==> config.mk <==
export PLATFORM = sky130hd
export DESIGN_NAME = zero_byte_packer_flat
export DESIGN_NICKNAME = d
export VERILOG_FILES = /design/src/rtl/zbp_pkg.sv /design/src/rtl/zbp_req_if.sv /design/src/rtl/zbp_rsp_if.sv /design/src/rtl/zbp_front.sv /design/src/rtl/zbp_queue.sv /design/src/rtl/zbp_back.sv /design/src/rtl/zero_byte_packer.sv /design/src/flat_wrapper.sv
export SDC_FILE = /design/constraint.sdc
export NUM_CORES = 1
export LEC_CHECK = 0
export ABC_AREA = 1
export BUFFER_PORTS_ARGS = -buffer_cell sky130_fd_sc_hd__buf_4
export CAP_MARGIN = 5
export CORE_UTILIZATION = 40
export CTS_BUF_LIST = sky130_fd_sc_hd__clkbuf_2
export DETAILED_ROUTE_END_ITERATION = 12
export GPL_TIMING_DRIVEN = 0
export SETUP_SLACK_MARGIN = 0.3
export SKIP_LAST_GASP = 1
export SLEW_MARGIN = 20
export SYNTH_ARGS = -nofsm -noshare
export SYNTH_HDL_FRONTEND = slang
export SYNTH_SLANG_ARGS = --single-unit
==> constraint.sdc <==
create_clock -name clock -period 22.2 [get_ports clock]
set_input_delay 4.44 -clock clock [delete_from_list [all_inputs] [get_ports clock]]
set_output_delay 4.44 -clock clock [all_outputs]
set_load 0.02 [all_outputs]
==> src/rtl/zbp_pkg.sv <==
`default_nettype none
package zbp_pkg;

   // fixed field widths
   localparam int BYTE_W    = 8;
   localparam int MAX_GROUP = 8;
   localparam int POS_W     = 3;
   localparam int CNT_W     = 4;

   // group queue between front and back
   localparam int QUEUE_DEPTH = 2;
   localparam int QPTR_W      = 1;
   localparam int QCNT_W      = 2;

   // one finished group: compacted nonzero bytes, presence mask, byte count, message-end flag
   typedef struct packed {
      logic [MAX_GROUP-1:0][BYTE_W-1:0] data;
      logic [BYTE_W-1:0]                mask;
      logic [CNT_W-1:0]                 count;
      logic                             last;
   } group_rec_type;

   // queue status seen by front and back
   typedef struct packed {
      logic full;
      logic empty;
   } queue_stat_type;

endpackage
`default_nettype wire

==> src/rtl/zbp_req_if.sv <==
`default_nettype none
interface zbp_req_if;
   import zbp_pkg::*;

   logic              valid;
   logic              ready;
   logic [BYTE_W-1:0] in_byte;
   logic              in_last;

   modport source (output valid, output in_byte, output in_last, input ready);
   modport sink (input valid, input in_byte, input in_last, output ready);
endinterface
`default_nettype wire

==> src/rtl/zbp_rsp_if.sv <==
`default_nettype none
interface zbp_rsp_if;
   import zbp_pkg::*;

   logic              valid;
   logic              ready;
   logic [BYTE_W-1:0] out_byte;
   logic              out_is_mask;
   logic              out_last;

   modport source (output valid, output out_byte, output out_is_mask, output out_last,
                   input ready);
   modport sink (input valid, input out_byte, input out_is_mask, input out_last,
                 output ready);
endinterface
`default_nettype wire

==> src/rtl/zbp_front.sv <==
`default_nettype none
module zbp_front #(
   parameter int GROUP_SIZE = 8
) (
   input  wire logic                   clock,
   input  wire logic                   reset,
   zbp_req_if.sink                     req_if,
   input  wire zbp_pkg::queue_stat_type q_stat,
   output logic                        push,
   output zbp_pkg::group_rec_type      push_rec
);
   import zbp_pkg::*;

   logic [CNT_W-1:0]                 fill_ff, fill_in;
   logic [CNT_W-1:0]                 nz_cnt_ff, nz_cnt_in;
   logic [BYTE_W-1:0]                mask_ff, mask_in;
   logic [MAX_GROUP-1:0][BYTE_W-1:0] buf_ff, buf_in;

   logic              accept;
   logic              nonzero;
   logic              group_end;
   logic [POS_W-1:0]  pos;
   logic [BYTE_W-1:0] mask_set;

   // hold off requests while the queue has no room for a closing group
   assign req_if.ready = !q_stat.full;
   assign accept       = req_if.valid && req_if.ready;

   // classify the request and merge it into the open group
   always_comb begin
      pos       = fill_ff[POS_W-1:0];
      nonzero   = (req_if.in_byte != '0);
      group_end = req_if.in_last || (fill_ff == CNT_W'(GROUP_SIZE - 1));
      mask_set  = mask_ff;
      mask_set[pos] = nonzero;
      buf_in    = buf_ff;
      if (nonzero) begin
         buf_in[nz_cnt_ff[POS_W-1:0]] = req_if.in_byte;
      end
   end

   // close the group into a queue record
   always_comb begin
      push           = accept && group_end;
      push_rec.data  = buf_in;
      push_rec.mask  = mask_set;
      push_rec.count = nz_cnt_ff + CNT_W'(nonzero);
      push_rec.last  = req_if.in_last;
   end

   // advance fill count and mask, clear them when a group closes
   always_comb begin
      fill_in   = fill_ff;
      nz_cnt_in = nz_cnt_ff;
      mask_in   = mask_ff;
      if (accept) begin
         if (group_end) begin
            fill_in   = '0;
            nz_cnt_in = '0;
            mask_in   = '0;
         end else begin
            fill_in   = fill_ff + CNT_W'(1);
            nz_cnt_in = nz_cnt_ff + CNT_W'(nonzero);
            mask_in   = mask_set;
         end
      end
   end

   always_ff @(posedge clock) begin
      if (reset) begin
         fill_ff   <= '0;
         nz_cnt_ff <= '0;
         mask_ff   <= '0;
      end else begin
         fill_ff   <= fill_in;
         nz_cnt_ff <= nz_cnt_in;
         mask_ff   <= mask_in;
      end
   end

   // compacted bytes need no reset
   always_ff @(posedge clock) begin
      if (accept) begin
         buf_ff <= buf_in;
      end
   end

endmodule
`default_nettype wire

==> src/rtl/zbp_queue.sv <==
`default_nettype none
module zbp_queue (
   input  wire logic                   clock,
   input  wire logic                   reset,
   input  wire logic                   push,
   input  wire zbp_pkg::group_rec_type push_rec,
   input  wire logic                   pop,
   output zbp_pkg::group_rec_type      head_rec,
   output zbp_pkg::queue_stat_type     q_stat
);
   import zbp_pkg::*;

   group_rec_type     entries_ff [QUEUE_DEPTH];
   logic [QPTR_W-1:0] wr_ptr_ff, wr_ptr_in;
   logic [QPTR_W-1:0] rd_ptr_ff, rd_ptr_in;
   logic [QCNT_W-1:0] count_ff, count_in;

   assign q_stat.full  = (count_ff == QCNT_W'(QUEUE_DEPTH));
   assign q_stat.empty = (count_ff == '0);
   assign head_rec     = entries_ff[rd_ptr_ff];

   // advance pointers and occupancy
   always_comb begin
      wr_ptr_in = wr_ptr_ff;
      rd_ptr_in = rd_ptr_ff;
      count_in  = count_ff;
      if (push) begin
         wr_ptr_in = wr_ptr_ff + QPTR_W'(1);
      end
      if (pop) begin
         rd_ptr_in = rd_ptr_ff + QPTR_W'(1);
      end
      case ({push, pop})
         2'b10:   count_in = count_ff + QCNT_W'(1);
         2'b01:   count_in = count_ff - QCNT_W'(1);
         default: count_in = count_ff;
      endcase
   end

   always_ff @(posedge clock) begin
      if (reset) begin
         wr_ptr_ff <= '0;
         rd_ptr_ff <= '0;
         count_ff  <= '0;
      end else begin
         wr_ptr_ff <= wr_ptr_in;
         rd_ptr_ff <= rd_ptr_in;
         count_ff  <= count_in;
      end
   end

   always_ff @(posedge clock) begin
      if (push) begin
         entries_ff[wr_ptr_ff] <= push_rec;
      end
   end

endmodule
`default_nettype wire

==> src/rtl/zbp_back.sv <==
`default_nettype none
module zbp_back (
   input  wire logic                    clock,
   input  wire logic                    reset,
   input  wire zbp_pkg::group_rec_type  head_rec,
   input  wire zbp_pkg::queue_stat_type q_stat,
   output logic                         pop,
   zbp_rsp_if.source                    rsp_if
);
   import zbp_pkg::*;

   group_rec_type     cur_ff;
   logic              cur_valid_ff, cur_valid_in;
   logic [CNT_W-1:0]  idx_ff, idx_in;
   logic              out_valid_ff, out_valid_in;
   logic [BYTE_W-1:0] out_byte_ff, out_byte_in;
   logic              out_is_mask_ff, out_is_mask_in;
   logic              out_last_ff, out_last_in;

   logic             out_free;
   logic             emit;
   logic             final_item;
   logic [POS_W-1:0] sel;

   assign out_free = !out_valid_ff || rsp_if.ready;
   assign pop      = !cur_valid_ff && !q_stat.empty;
   assign emit     = cur_valid_ff && out_free;

   // walk mask first, then the compacted bytes
   always_comb begin
      final_item     = (idx_ff == cur_ff.count);
      sel            = POS_W'(idx_ff - CNT_W'(1));
      cur_valid_in   = cur_valid_ff;
      idx_in         = idx_ff;
      out_valid_in   = out_valid_ff;
      out_byte_in    = out_byte_ff;
      out_is_mask_in = out_is_mask_ff;
      out_last_in    = out_last_ff;
      if (out_free) begin
         out_valid_in = 1'b0;
      end
      if (pop) begin
         cur_valid_in = 1'b1;
         idx_in       = '0;
      end
      if (emit) begin
         out_valid_in   = 1'b1;
         out_is_mask_in = (idx_ff == '0);
         out_byte_in    = (idx_ff == '0) ? cur_ff.mask : cur_ff.data[sel];
         out_last_in    = final_item && cur_ff.last;
         if (final_item) begin
            cur_valid_in = 1'b0;
         end else begin
            idx_in = idx_ff + CNT_W'(1);
         end
      end
   end

   always_ff @(posedge clock) begin
      if (reset) begin
         cur_valid_ff <= 1'b0;
         idx_ff       <= '0;
         out_valid_ff <= 1'b0;
      end else begin
         cur_valid_ff <= cur_valid_in;
         idx_ff       <= idx_in;
         out_valid_ff <= out_valid_in;
      end
   end

   // payload registers
   always_ff @(posedge clock) begin
      if (pop) begin
         cur_ff <= head_rec;
      end
      out_byte_ff    <= out_byte_in;
      out_is_mask_ff <= out_is_mask_in;
      out_last_ff    <= out_last_in;
   end

   assign rsp_if.valid       = out_valid_ff;
   assign rsp_if.out_byte    = out_byte_ff;
   assign rsp_if.out_is_mask = out_is_mask_ff;
   assign rsp_if.out_last    = out_last_ff;

endmodule
`default_nettype wire

==> src/rtl/zero_byte_packer.sv <==
// Zero-byte packer.
// req_if carries raw bytes (in_byte) with a message-end flag (in_last).
// Bytes are grouped GROUP_SIZE at a time; a group closes on its last slot
// or on a request with in_last set, so the final group may be short.
// rsp_if returns each group as a presence-mask byte (out_is_mask = 1, bit i
// set when byte i was nonzero) followed by the nonzero bytes in order;
// out_last marks the final packed byte of a message.
// Requests are taken one per cycle while the two-entry group queue has room.
// A group with k nonzero bytes is first loaded from the queue, then sent as k + 1
// responses (the mask, then each nonzero byte), one per cycle while rsp_if.ready holds.
// From the closing request to its mask byte on rsp_if, a group passes through the
// queue entry, the current-group register and the output register.
// Reset (synchronous) empties the open group, the queue and the output
// register; no response is valid after reset.
// When rsp_if.ready is low the output register holds, the back end stops,
// and closed groups collect in the queue; req_if.ready drops once the
// queue holds two groups.
`default_nettype none
module zero_byte_packer #(
   parameter int GROUP_SIZE = 8
) (
   input  wire logic clock,
   input  wire logic reset,
   zbp_req_if.sink   req_if,
   zbp_rsp_if.source rsp_if
);
   import zbp_pkg::*;

   logic           push;
   logic           pop;
   group_rec_type  push_rec;
   group_rec_type  head_rec;
   queue_stat_type q_stat;

   zbp_front #(
      .GROUP_SIZE (GROUP_SIZE)
   ) u_front (
      .clock    (clock),
      .reset    (reset),
      .req_if   (req_if),
      .q_stat   (q_stat),
      .push     (push),
      .push_rec (push_rec)
   );

   zbp_queue u_queue (
      .clock    (clock),
      .reset    (reset),
      .push     (push),
      .push_rec (push_rec),
      .pop      (pop),
      .head_rec (head_rec),
      .q_stat   (q_stat)
   );

   zbp_back u_back (
      .clock    (clock),
      .reset    (reset),
      .head_rec (head_rec),
      .q_stat   (q_stat),
      .pop      (pop),
      .rsp_if   (rsp_if)
   );

   // never write a full queue or read an empty one
   a_no_overflow: assert property (@(posedge clock) disable iff (reset)
      push |-> !q_stat.full)
      else $error("group pushed into full queue");

   a_no_underflow: assert property (@(posedge clock) disable iff (reset)
      pop |-> !q_stat.empty)
      else $error("group popped from empty queue");

   // data bytes on the output are never zero
   a_data_nonzero: assert property (@(posedge clock) disable iff (reset)
      (rsp_if.valid && !rsp_if.out_is_mask) |-> (rsp_if.out_byte != '0))
      else $error("zero data byte emitted");

   // a mask byte with bits set cannot be the last byte of a message
   a_mask_last: assert property (@(posedge clock) disable iff (reset)
      (rsp_if.valid && rsp_if.out_is_mask && (rsp_if.out_byte != '0))
         |-> !rsp_if.out_last)
      else $error("nonempty mask flagged as last");

   // nothing valid right after reset
   a_reset_idle: assert property (@(posedge clock)
      $past(reset) |-> !rsp_if.valid)
      else $error("response valid after reset");

endmodule
`default_nettype wire
==> src/flat_wrapper.sv <==
// flat-port wrapper written by rule: the top's interface ports become plain ports
module zero_byte_packer_flat import zbp_pkg::*;
#(
   parameter int GROUP_SIZE = 8
)
  (clock, reset, req_if_valid, req_if_in_byte, req_if_in_last, req_if_ready, rsp_if_valid, rsp_if_out_byte, rsp_if_out_is_mask, rsp_if_out_last, rsp_if_ready);
  zbp_req_if req_if_i ();
  zbp_rsp_if rsp_if_i ();
  input  wire logic clock;
  input  wire logic reset;
  input wire logic [$bits(req_if_i.valid)-1:0] req_if_valid;
  input wire logic [$bits(req_if_i.in_byte)-1:0] req_if_in_byte;
  input wire logic [$bits(req_if_i.in_last)-1:0] req_if_in_last;
  output wire logic [$bits(req_if_i.ready)-1:0] req_if_ready;
  output wire logic [$bits(rsp_if_i.valid)-1:0] rsp_if_valid;
  output wire logic [$bits(rsp_if_i.out_byte)-1:0] rsp_if_out_byte;
  output wire logic [$bits(rsp_if_i.out_is_mask)-1:0] rsp_if_out_is_mask;
  output wire logic [$bits(rsp_if_i.out_last)-1:0] rsp_if_out_last;
  input wire logic [$bits(rsp_if_i.ready)-1:0] rsp_if_ready;
  assign req_if_i.valid = req_if_valid;
  assign req_if_i.in_byte = req_if_in_byte;
  assign req_if_i.in_last = req_if_in_last;
  assign req_if_ready = req_if_i.ready;
  assign rsp_if_valid = rsp_if_i.valid;
  assign rsp_if_out_byte = rsp_if_i.out_byte;
  assign rsp_if_out_is_mask = rsp_if_i.out_is_mask;
  assign rsp_if_out_last = rsp_if_i.out_last;
  assign rsp_if_i.ready = rsp_if_ready;
  zero_byte_packer #(.GROUP_SIZE(GROUP_SIZE)) u_core (.clock(clock), .reset(reset), .req_if(req_if_i), .rsp_if(rsp_if_i));
endmodule
======== Word-level counts from Yosys, hierarchy flattened ========
Memory sizes are Yosys's and may differ from the RTL's. A register that Yosys moved wholly into a read port is not among the register bits.
Index checks and enable logic that the tools add are counted.
operators by class
  add/sub/neg operators ................... 8
  order comparisons ....................... 5
  eq/ne operators ......................... 5
  muxes and demuxes ....................... 24
  reduce and logical (&&, ||, !) cells .... 18
operators with widths
  operator                                                                       count
  64-bit bitwise mux                                                             1
  64-bit two-way mux                                                             1
  8-bit two-way mux                                                              4
  8-bit binary-select mux with 3-bit select                                      1
  8-bit demux with 3-bit select                                                  1
  4-bit two-way mux                                                              5
  3-bit by 4-bit less-than comparator with 1-bit output (second input constant)  3
  4-bit by 1-bit adder with 4-bit output (second input constant)                 2
  8-bit bitwise mux                                                              1
  1-bit two-way mux                                                              8
  8-bit nonzero test                                                             1
  1-bit logical AND                                                              7
  3-bit by 1-bit >= comparator with 1-bit output (second input constant)         2
  4-bit by 1-bit adder with 4-bit output                                         1
  2-bit == test (second input constant)                                          2
  4-bit by 3-bit == test with 1-bit output (second input constant)               1
  4-bit == test                                                                  1
  1-bit zero test                                                                4
  4-bit zero test                                                                1
  2-bit one-hot mux with 2 select lines                                          1
  2-bit nonzero test                                                             2
  1-bit demux with 3-bit select                                                  1
  3-bit by 1-bit subtractor with 3-bit output (second input constant)            1
  1-bit adder (second input constant)                                            2
  5 further kinds                                                                6
word-level totals
  flip-flop bits (word level) ............. 100
  bits in writable memories ............... 154
  output and inout port bits .............. 12
  logic and storage cells ................. 81
  memories ................................ 1
memories
  memory                     words  width  read ports  clocked after memory_dff  write ports  RTL line         text
  u_core.u_queue.entries_ff  2      77     1           1                         1            zbp_queue.sv:13  group_rec_type entries_ff [QUEUE_DEPTH];

======== Depth between registers and ports, before layout ========
Gate-level depths: netlist (run 1).
  word-level depth ........................ 6
  gate-level depth with buffers ........... 11
  depth with buffers taken out ............ 9

======== Hierarchy ========
From an unflattened synthesis (run 1), not the netlist that was laid out.
second synthesis, totals
  cell total of the unflattened synthesis .. 1013
  area, all modules ....................... 13795.7 µm²
modules (own cells, without submodules)
  module     times used  cells each  area each (µm²)  seq. area each (µm²)
  zbp_queue  1           273         5916.9           4724.5
  zbp_front  1           436         4132.7           2242.2
  zbp_back   1           304         3746.1           2732.6

======== Least setup slack after synthesis (run 1) ========
OpenSTA, ideal clock, no wires.
  path type ............................... input to register
  start point ............................. input req_if_valid
  end point ............................... memory u_core.u_queue.entries_ff[1][0] in the netlist's numbering (enable)
  library setup time ...................... 515 ps
  data arrival time ....................... 9516 ps
  required time ........................... 21685 ps
  slack ................................... 12169 ps
  stages on the path ...................... 4
  path buffers ............................ 0
  path through ............................ nand2_2 -> inv_1 -> nand2_1 -> nor2_1
between the ends
  cells in the longest elaborated chain, start to end .. 4
RTL lines
  item                                     RTL line            text
  start: declaration                       flat_wrapper.sv:11  input wire logic [$bits(req_if_i.valid)-1:0] req_if_valid;
  1-bit logical AND                        zbp_front.sv:27     assign accept = req_if.valid && req_if.ready;
  1-bit logical AND                        zbp_front.sv:44     push = accept && group_end;
  1-bit two-way mux                        zbp_queue.sv:53     if (push) begin
  1-bit two-way mux (not written as such)  zbp_queue.sv:54     entries_ff[wr_ptr_ff] <= push_rec;
  end: declaration                         zbp_queue.sv:13
No other way between the ends.

======== Worst setup path after layout (run 1) ========
  start point ............................. input req_if_valid
  end point ............................... memory u_core.u_queue.entries_ff[1][35] in the netlist's numbering (enable)
The elaborated chain is that of the path after synthesis.

==> qor.yml, run 1 <==
drive_gt1_frac: 0.1532
cpPeakStageDelay_ns: 0.62
post_cts_resized: 0
yosys.area.top_type_share: 0.6923
status: "finished clean"
grt_usage: 0.1804
hold_path_class: "flop to flop"
fmax_mhz: 161.2
critPathTopFamily: "buffers and inverters"
synthCells: 1141
crit_arrival_ns: 6.73
cp_common_cell: "buf_12"
clk_pin_slew_ns: 0.09
period_minus_slack_ns: 6.205
die_y_microns: 183.9
start_util: 0.4066
dp_hpwl_mm: 18.91
relSlewSlack: 0.3085
fin_skew_ns: 0.09801
finalSetupViolCount: 0
ys_top_cells_by_area: "edfxtp_1 69%, nand2_1 10%, dfxtp_1 3.9%, o21ai_0 3.7%, inv_1 2.6%"
cpMaxStageDelayCell: "nor2_4"
synth.most_common_cell: "nand2_1"
wl_per_cell_microns: 16.86
rows: 66
postSynthAreaPerCell_sq_um: 11.59
htree_levels: 3
via_per_inst: 4.789
fin_nets: 1270
ys.warnings.count: 0
worst_slew_pin_slew_ns: 1.026
syn_nets: 1161
place.gp.congestion: 0.8119
cp_cell_sequence: "buf_4 > nand2_2 > inv_4 > nand2_1 > nor2_4 > buf_12 > buf_12 > buf_16"
period_share: 0.2795
syn2layout_area_growth_pct: 11.72
holdBufCountCts: 0
clk_path_buf_depth: 3
gr-total-overflow: 0
post_cts_buffers: 0
drc: 0
utilization: 0.4542
ant_nets: 0
worst-path-max-fanout: 35
grt_pass1_vias: 8159
leakage_nw: 5.768
tns_ns: 0
syn_area_sq_um: 13230
synth_edf_count: 305
grt_setup_unrepaired: "false"
die_area_sq_um: 33800
ys_ff_latch: 331
crit_buf_inv: 5
slew_viol_final: 0
cp-start-kind: "input pin"
synthTopCellsByCount: "367 x nand2_1, 305 x edfxtp_1, 99 x o21ai_0"
dr.pass1.iters: 5
die_x_microns: 183.9
cts_num_sinks: 331
drt_iter0_drc: 668
place_area_sq_um: 14090
finalPower_mw: 1.815
synth-seq-area-share: 0.7317
cts_tree: "built"
ir_drop_mv: 0.05973
powerDensity_nw_per_um2: 122.8
cts_buffers: 84
antenna_found_initial: 1
wirelength_mm: 29.37
ys_types: 32
grt_max_degree: 50
vias: 8343
grt_pass1_wl_mm: 45.50
synthArstFlopShare: 0
core_sq_um: 32540
critical_path_class: "input pin to flop"
synth_ff_type: "edfxtp_1"
io_pins: 25
clk_latency_ns: 0.86
required_ns: 22.72
numPortBuffers: 15
finalHoldViolCount: 0
end_kind: "flop"
drv_cap: 0
cts-root-buf: "clkbuf_2"
fin_area_sq_um: 14780
yosys.area.top_type: "edfxtp_1"
## stage by stage
| stage | hold slack (ns) | setup slack, ns | std cells |
|---|---|---|---|
| 2_1_floorplan | 0.4398 | 12.17 | 1141 |
| 3_3_place_gp | 0.4463 | 8.539 | 1598 |
| 3_5_place_dp | 0.4503 | 15.07 | 1606 |
| 4_1_cts | 0.4628 | 15.98 | 1741 |
| 5_1_grt | 0.4827 | 15.87 | 1742 |
| 6_report | 0.4675 | 15.99 | 1742 |
## tightest hold or removal path: stages (launching register included)
cell	delay [ns]
dfxtp_1	0.31
nand2_1	0.06
a21oi_1	0.05
## area by class of cell
class                   count  area (sq um)
diodes                      1         2.502
inverters                  97         369.1
well taps                 442         553.0
fillers                  3028         17760
flip-flops and latches    331          9679
clock inverters            13         67.56
repair buffers             23         287.8
multi-input cells         669          2979
plain buffers              44         230.2
clock buffers             122         610.6
## cells in the final DEF (no fill, tap or decap), types with 16 or more instances in the layout
master / Yosys / routed
o21ai_0: 99 / 99
buf_4: 9 / 24
edfxtp_1: 305 / 305
nor2_1: 88 / 86
inv_1: 92 / 90
clkbuf_2: 0 / 122
nand3_1: 30 / 30
nand2_1: 367 / 367
dfxtp_1: 26 / 26
nor3_1: 17 / 16
a21oi_1: 18 / 17
clkbuf_1: 19 / 19
## path summary, 6_finish.rpt
path	startpoint	endpoint	slack, ns	cells past startpoint
worst min-delay path	u_core.u_front.mask_ff[1]$_SDFFE_PP0N_	u_core.u_front.mask_ff[1]$_SDFFE_PP0N_	0.47	2
worst min register to register	u_core.u_front.mask_ff[1]$_SDFFE_PP0N_	u_core.u_front.mask_ff[1]$_SDFFE_PP0N_	0.47	2
worst max-delay path	req_if_valid	u_core.u_queue.entries_ff[1][35]$_DFFE_PP_	15.99	8
worst max register to register	u_core.u_queue.count_ff[0]$_SDFFE_PP0P_	u_core.u_queue.entries_ff[1][35]$_DFFE_PP_	19.06	9
## state kept, by name, indices dropped and copies added (netlist names)
| name | cells |
|---|---|
| u_core.u_back.cur_ff | 77 |
| u_core.u_back.cur_valid_ff | 1 |
| u_core.u_back.idx_ff | 4 |
| u_core.u_back.rsp_if.out_byte | 8 |
| u_core.u_back.rsp_if.out_is_mask | 1 |
| u_core.u_back.rsp_if.out_last | 1 |
| u_core.u_back.rsp_if.valid | 1 |
| u_core.u_front.buf_ff | 64 |
| u_core.u_front.fill_ff | 4 |
| u_core.u_front.mask_ff | 8 |
| u_core.u_front.nz_cnt_ff | 4 |
| u_core.u_queue.count_ff | 2 |
| u_core.u_queue.entries_ff | 154 |
| u_core.u_queue.rd_ptr_ff | 1 |
| u_core.u_queue.wr_ptr_ff | 1 |
## power breakdown
part | total, mW | internal, mW | switching, mW
Combinational | 0.508 | 0.138 | 0.370
Clock | 0.378 | 0.145 | 0.234
Sequential | 0.929 | 0.883 | 0.0453
Total | 1.82 | 1.17 | 0.649
## metal layers
metal  wire length (microns)  share of wire  global-route usage
met1                   13040           0.44              0.2411
met2                   13730           0.47              0.2905
met3                    2006          0.068             0.03506
met4                     603          0.021             0.06933
met5                       0              0                   0
## cells by family after synthesis
group / count (synthesis) / synth area share
AO/OA/AOI/OAI: 133 / 0.05344
XOR/XNOR: 7 / 0.005202
adder cells (fa/ha/maj): 7 / 0.006620
buffers and inverters: 141 / 0.04492
flip-flops: 331 / 0.7317
AND/OR/NAND/NOR: 522 / 0.1581
Note: power is estimated with default switching activity, not from simulation.
==> run 2: changes to the inputs <==
--- a/config.mk
+++ b/config.mk
@@ -5,7 +5,7 @@
 export SDC_FILE = /design/constraint.sdc
 export NUM_CORES = 1
 export LEC_CHECK = 0
-export ABC_AREA = 1
+export ABC_AREA = 0
 export BUFFER_PORTS_ARGS = -buffer_cell sky130_fd_sc_hd__buf_4
 export CAP_MARGIN = 5
 export CORE_UTILIZATION = 40
==> constraint.sdc (replaced) <==
create_clock -name clock -period 6.25 [get_ports clock]
set_input_delay 1.25 -clock clock [delete_from_list [all_inputs] [get_ports clock]]
set_output_delay 1.25 -clock clock [all_outputs]
set_load 0.02 [all_outputs]
==> qor.yml, run 2 <==
synth-seq-area-share: 0.7481  # was 0.7317
io_pins: 25  # unchanged
crit_arrival_ns: 4.16  # was 6.73 ns
top_regs: "u_core.u_queue.entries_ff (154), u_core.u_back.cur_ff (77), u_core.u_front.buf_ff (64)"  # unchanged
powerDensity_nw_per_um2: 413.1  # was 122.8 nW/um^2
ir_drop_mv: 0.2473  # was 0.05973 mV
dr.pass1.iters: 5  # unchanged
grt_setup_unrepaired: "false"  # unchanged
synthArstFlopShare: 0  # unchanged
core_sq_um: 31720  # was 32540 sq um
vias: 6657  # was 8343
yosys.area.top_type_share: 0.7079  # was 0.6923
synth_edf_count: 305  # unchanged
wl_per_cell_microns: 20.08  # was 16.86 microns
fin_area_sq_um: 14530  # was 14780 sq um
post_cts_buffers: 0  # unchanged
fill_cells: 2782  # was 3028
clk_path_buf_depth: 3  # unchanged
status: "finished clean"  # unchanged
utilization: 0.4579  # was 0.4542
slew_viol_final: 0  # unchanged
final_common_cell: "edfxtp_1"  # was nand2_1
finalHoldViolCount: 0  # unchanged
holdBufCountCts: 0  # unchanged
relSlewSlack: 0.2590  # was 0.3085
layout.cells.non_filler: 1272  # was 1742
ant_nets: 0  # unchanged
syn2layout_area_growth_pct: 12.26  # was 11.72%
leakage_nw: 4.879  # was 5.768 nW
drive_gt1_frac: 0.3828  # was 0.1532
drt_iter0_drc: 470  # was 668
antenna_found_initial: 0  # was 1
synth.most_common_cell: "edfxtp_1"  # was nand2_1
period_share: 0.5738
clk_pin_slew_ns: 0.09  # about the same
largest_register_ffs: 154  # unchanged
htree_levels: 3  # unchanged
post_cts_resized: 0  # unchanged
ys_ff_latch: 331  # unchanged
end_kind: "flop"  # unchanged
drc: 0  # unchanged
yosys.area.top_type: "edfxtp_1"  # unchanged
hold_slack_ns: 0.4719  # was 0.4675 ns
layout_common_cells: "305 x edfxtp_1, 140 x mux2_2, 120 x clkbuf_2"  # was 367 x nand2_1, 305 x edfxtp_1, 122 x clkbuf_2
required_ns: 6.82  # was 22.72 ns
fin_skew_ns: 0.06036  # was 0.09801 ns
cts-root-buf: "clkbuf_2"  # unchanged
place_area_sq_um: 13830  # was 14090 sq um
ys_types: 46  # was 32
fmax_mhz: 278.8
critical_path_class: "flop to flop"  # was input pin to flop
antenna_cells: 0  # was 1
start_util: 0.4079  # was 0.4066
finalSetupViolCount: 0  # unchanged
syn_nets: 728  # was 1161
clk_latency_ns: 0.85  # was 0.86 ns
die_area_sq_um: 33070  # was 33800 sq um
cp-start-kind: "flop"  # was input pin
dp_hpwl_mm: 14.92  # was 18.91 mm
wirelength_mm: 25.54  # was 29.37 mm
drv_cap: 0  # unchanged
ys_top_cells_by_area: "edfxtp_1 71%, mux2_2 12%, dfxtp_1 4.0%, mux4_2 2.8%, nor2_1 0.96%"  # was edfxtp_1 69%, nand2_1 10%, dfxtp_1 3.9%, o21ai_0 3.7%, inv_1 2.6%
worst_slew_pin_slew_ns: 1.111  # was 1.026 ns
period_minus_slack_ns: 3.586
rows: 65  # was 66
gr-total-overflow: 0  # unchanged
grt_pass1_vias: 6819  # was 8159
worst-path-max-fanout: 10  # was 35
grt_max_degree: 58  # was 50
synth_ff_type: "edfxtp_1"  # unchanged
fin_nets: 843  # was 1270
ys.warnings.count: 0  # unchanged
dpl.cell_count: 1141  # was 1606
hold_path_class: "flop to flop"  # unchanged
grt_usage: 0.1585  # was 0.1804
numPortBuffers: 23  # was 15
cts_buffers: 82  # was 84
synthCells: 708  # was 1141
top_register: "u_core.u_queue.entries_ff"  # unchanged
place.gp.congestion: 0.7740  # was 0.8119
cts_num_sinks: 331  # unchanged
die_y_microns: 181.9  # was 183.9 microns
syn_area_sq_um: 12940  # was 13230 sq um
die_x_microns: 181.9  # was 183.9 microns
cts_tree: "built"  # unchanged
synthTopCellsByCount: "305 x edfxtp_1, 140 x mux2_2, 33 x nor2_1"  # was 367 x nand2_1, 305 x edfxtp_1, 99 x o21ai_0
grt_pass1_wl_mm: 39.08  # was 45.50 mm
postSynthAreaPerCell_sq_um: 18.27  # was 11.59 sq um
via_per_inst: 5.233  # was 4.789
## run 2: changes by cell type after synthesis, moves of 16 or more
cell,change
nand2_1,-349
mux2_2,+140
nor2_1,-55
o21ai_0,-86
mux4_2,+16
inv_1,-82
nand3_1,-19
## run 2: per-stage QoR
stage	power (mW)	setup TNS, ns	setup slack [ns]
3_3_place_gp	4.649	-325.24	-2.143
5_1_grt	6.311	0	2.490
6_report	6.000	0	2.664
3_5_place_dp	4.686	0	2.607
4_1_cts	6.085	0	2.601
2_1_floorplan	4.169	0	0.7532
## run 2: worst max-delay path: stages, from the launching register on
cell and delay (ns):
dfxtp_1 0.41, buf_2 0.36, inv_1 0.11, ha_1 0.29
clkbuf_1 0.53, buf_1 0.67, mux4_2 0.45, o22ai_1 0.44
nor2_1 0.07
## run 2: path summary, 6_finish.rpt
path / startpoint / depth (start not counted) / end / slack, ns
worst max register to register: u_core.u_back.idx_ff[0]$_SDFF_PP0_ / 8 / u_core.u_back.rsp_if.out_byte[5]$_DFFE_PN_ / 2.66
worst max-delay path: u_core.u_back.idx_ff[0]$_SDFF_PP0_ / 8 / u_core.u_back.rsp_if.out_byte[5]$_DFFE_PN_ / 2.66
worst min-delay path: u_core.u_front.mask_ff[6]$_SDFFE_PP0N_ / 2 / u_core.u_front.mask_ff[6]$_SDFFE_PP0N_ / 0.47
worst min register to register: u_core.u_front.mask_ff[6]$_SDFFE_PP0N_ / 2 / u_core.u_front.mask_ff[6]$_SDFFE_PP0N_ / 0.47
## run 2: final cells by class
type,instances,area (sq um),share of cell area
buffer,30,131.4,0.009045
clock buffer,120,600.6,0.04135
clock inverter,11,97.59,0.006719
inverter,11,48.80,0.003359
multi-input combinational,336,3102,0.2135
sequential,331,9679,0.6664
tap,402,503.0,0.03463
timing repair buffer,31,362.8,0.02498
## run 2: cell families (layout without fill, tap and decap cells)
logic type | count (synthesis) | in the layout | share of synthesized area
simple gates | 102 | 102 | 0.04613
xor+xnor | 10 | 10 | 0.006769
buf+inv | 41 | 203 | 0.01334
flops | 331 | 331 | 0.7481
compound gates | 59 | 59 | 0.02756
mux | 158 | 158 | 0.1513
fa+ha+maj | 7 | 7 | 0.006769
## run 2: routing by layer
layer	vias to the layer above	GRT usage	part of all wire
li1	3045	-	-
met1	3379	0.2087	0.45
met2	179	0.2586	0.48
met3	54	0.03430	0.046
met4	0	0.05849	0.022
met5	-	0	0
## run 2: where the power goes
group	leakage, nW	total (mW)	internal [mW]	switching [mW]
Combinational	1.28	1.37	0.543	0.832
Sequential	3.05	3.23	3.11	0.118
Clock	0.545	1.39	0.582	0.812
Total	4.88	6.00	4.24	1.76
==> run 3: changes to the inputs <==
==> constraint.sdc (replaced) <==
create_clock -name clock -period 3.67 [get_ports clock]
set_input_delay 0.734 -clock clock [delete_from_list [all_inputs] [get_ports clock]]
set_output_delay 0.734 -clock clock [all_outputs]
set_load 0.02 [all_outputs]
==> qor.yml, run 3 (synthesis results as in run 2) <==
clk_latency_ns: 0.88  # was 0.85 ns
startpoint: "u_core.u_back.idx_ff[0]$_SDFF_PP0_"  # unchanged
cts_buffers: 82  # unchanged
dp_hpwl_mm: 15.18  # was 14.92 mm
powerDensity_nw_per_um2: 705.3  # was 413.1 nW/um^2
final_common_cell: "edfxtp_1"  # unchanged
place.gp.congestion: 0.7714  # was 0.7740
holdBufCountCts: 0  # unchanged
clk_pin_slew_ns: 0.11  # was 0.09 ns
fin_nets: 843  # unchanged
die_x_microns: 181.9  # unchanged
r2r-start: "u_core.u_back.idx_ff[0]$_SDFF_PP0_"  # unchanged
ir_drop_mv: 0.4701  # was 0.2473 mV
cts_tree: "built"  # unchanged
core_sq_um: 31720  # unchanged
critical_path_class: "flop to flop"  # unchanged
place_area_sq_um: 13820  # was 13830 sq um
grt_setup_unrepaired: "false"  # unchanged
cts-root-buf: "clkbuf_2"  # unchanged
fin_skew_ns: 0.08803  # was 0.06036 ns
dr.pass1.iters: 5  # unchanged
grt_pass1_vias: 6613  # was 6819
post_cts_resized: 1  # was 0
syn2layout_area_growth_pct: 12.47  # was 12.26%
required_ns: 4.36  # was 6.82 ns
grt_max_degree: 47  # was 58
setup_slack_ns: 0.6045  # was 2.664 ns
gr-total-overflow: 0  # unchanged
layout_common_cells: "305 x edfxtp_1, 140 x mux2_2, 121 x clkbuf_2"  # was 305 x edfxtp_1, 140 x mux2_2, 120 x clkbuf_2
worst-path-max-fanout: 10  # unchanged
wirelength_mm: 25.72  # was 25.54 mm
worst_slew_pin_slew_ns: 1.246  # was 1.111 ns
fill_cells: 2806  # was 2782
drc: 0  # unchanged
finalSetupViolCount: 0  # unchanged
io_pins: 25  # unchanged
period_minus_slack_ns: 3.066  # was 3.586 ns
finalHoldViolCount: 0  # unchanged
post-place-ws_ns: 0.02898  # was 2.607 ns
via_per_inst: 5.174  # was 5.233
hold_path_class: "input pin to flop"  # was flop to flop
cts_num_sinks: 331  # unchanged
hold_start: "req_if_in_last"  # was u_core.u_front.mask_ff[6]$_SDFFE_PP0N_
fmax_mhz: 326.2  # was 278.8 MHz
numPortBuffers: 23  # unchanged
fin_area_sq_um: 14550  # was 14530 sq um
vias: 6607  # was 6657
drt_iter0_drc: 458  # was 470
slew_viol_final: 0  # unchanged
relSlewSlack: 0.1691  # was 0.2590
rows: 65  # unchanged
period_share: 0.8353  # was 0.5738
start_util: 0.4079  # unchanged
drv_cap: 0  # unchanged
status: "finished clean"  # unchanged
tns_ns: 0  # unchanged
grt_pass1_wl_mm: 38.74  # was 39.08 mm
grt_usage: 0.1583  # was 0.1585
clk_path_buf_depth: 3  # unchanged
end_kind: "flop"  # unchanged
largest_register_ffs: 154  # unchanged
cp-start-kind: "flop"  # unchanged
wl_per_cell_microns: 20.14  # was 20.08 microns
htree_levels: 3  # unchanged
ant_nets: 0  # unchanged
die_y_microns: 181.9  # unchanged
top_regs: "u_core.u_queue.entries_ff (154), u_core.u_back.cur_ff (77), u_core.u_front.buf_ff (64)"  # unchanged
top_register: "u_core.u_queue.entries_ff"  # unchanged
die_area_sq_um: 33070  # unchanged
antenna_found_initial: 0  # unchanged
crit_arrival_ns: 3.76  # was 4.16 ns
leakage_nw: 4.895  # was 4.879 nW
post_cts_buffers: 0  # unchanged
drive_gt1_frac: 0.3844  # was 0.3828
==> run 3: cell types whose count changed in the layout (fill, tap and decap cells not counted) <==
cell | previous run | this run
inv_6 | 1 | 0
buf_2 | 3 | 4
clkbuf_1 | 19 | 18
clkinv_1 | 6 | 9
clkinv_4 | 0 | 2
inv_4 | 1 | 2
inv_2 | 3 | 2
diode_2 | 0 | 1
buf_1 | 6 | 5
clkbuf_2 | 120 | 121
==> run 3: layout make-up <==
class	instances	area [sq um]	area share
Clock inverter	15	122.6	0.008426
Antenna cell	1	2.502	0.0001720
Sequential cell	331	9679	0.6651
Tap cell	402	503.0	0.03456
Inverter	11	46.29	0.003181
Multi-Input combinational cell	336	3102	0.2131
Clock buffer	120	600.6	0.04127
Buffer	30	133.9	0.009200
Timing Repair Buffer	31	362.8	0.02493
==> run 3: report_power, final <==
part | total (mW) | leakage [nW] | switching (mW) | internal [mW]
combinational | 2.33 | 1.29 | 1.41 | 0.924
sequential | 5.51 | 3.05 | 0.209 | 5.30
clock | 2.42 | 0.553 | 1.42 | 1.00
total | 10.3 | 4.90 | 3.04 | 7.23
==> run 3: routing by layer <==
metal  wire [microns]  vias to the layer above  global-route usage  part of all wire
li1                 -                     3054                   -                 -
met1            11640                     3347              0.2088              0.45
met5                0                        -                   0                 0
met2            12430                      162              0.2563              0.48
met4              471                        0             0.05882             0.018
met3             1181                       44             0.03570             0.046
==> run 3: worst paths after layout <==
path / slack (ns) / cells after the start / endpoint
min: 0.08 / 1 / u_core.u_queue.entries_ff[1][0]$_DFFE_PP_
min reg2reg: 0.47 / 2 / u_core.u_front.mask_ff[6]$_SDFFE_PP0N_
max reg2reg: 0.60 / 7 / u_core.u_back.rsp_if.out_byte[6]$_DFFE_PN_
max: 0.60 / 7 / u_core.u_back.rsp_if.out_byte[6]$_DFFE_PN_
==> run 3: critical path, stage by stage, from the launching register on <==
cell	delay [ns]
dfxtp_1	0.43
buf_2	0.38
inv_1	0.11
ha_1	0.25
nor2b_1	0.14
a21oi_1	0.98
o22ai_1	0.43
nor2_1	0.18
==> run 3: stage by stage <==
step | total power [mW] | hold WS (ns) | cells | utilization
after floorplan | 7.094 | 0.4397 | 708 | -
after global placement | 7.899 | 0.4492 | 1133 | 0.4294
after detailed placement | 7.992 | 0.4590 | 1141 | 0.4359
after CTS | 10.42 | 0.002323 | 1276 | 0.4587
after global routing | 10.80 | 0.002933 | 1276 | 0.4587
final | 10.26 | 0.08464 | 1277 | 0.4588
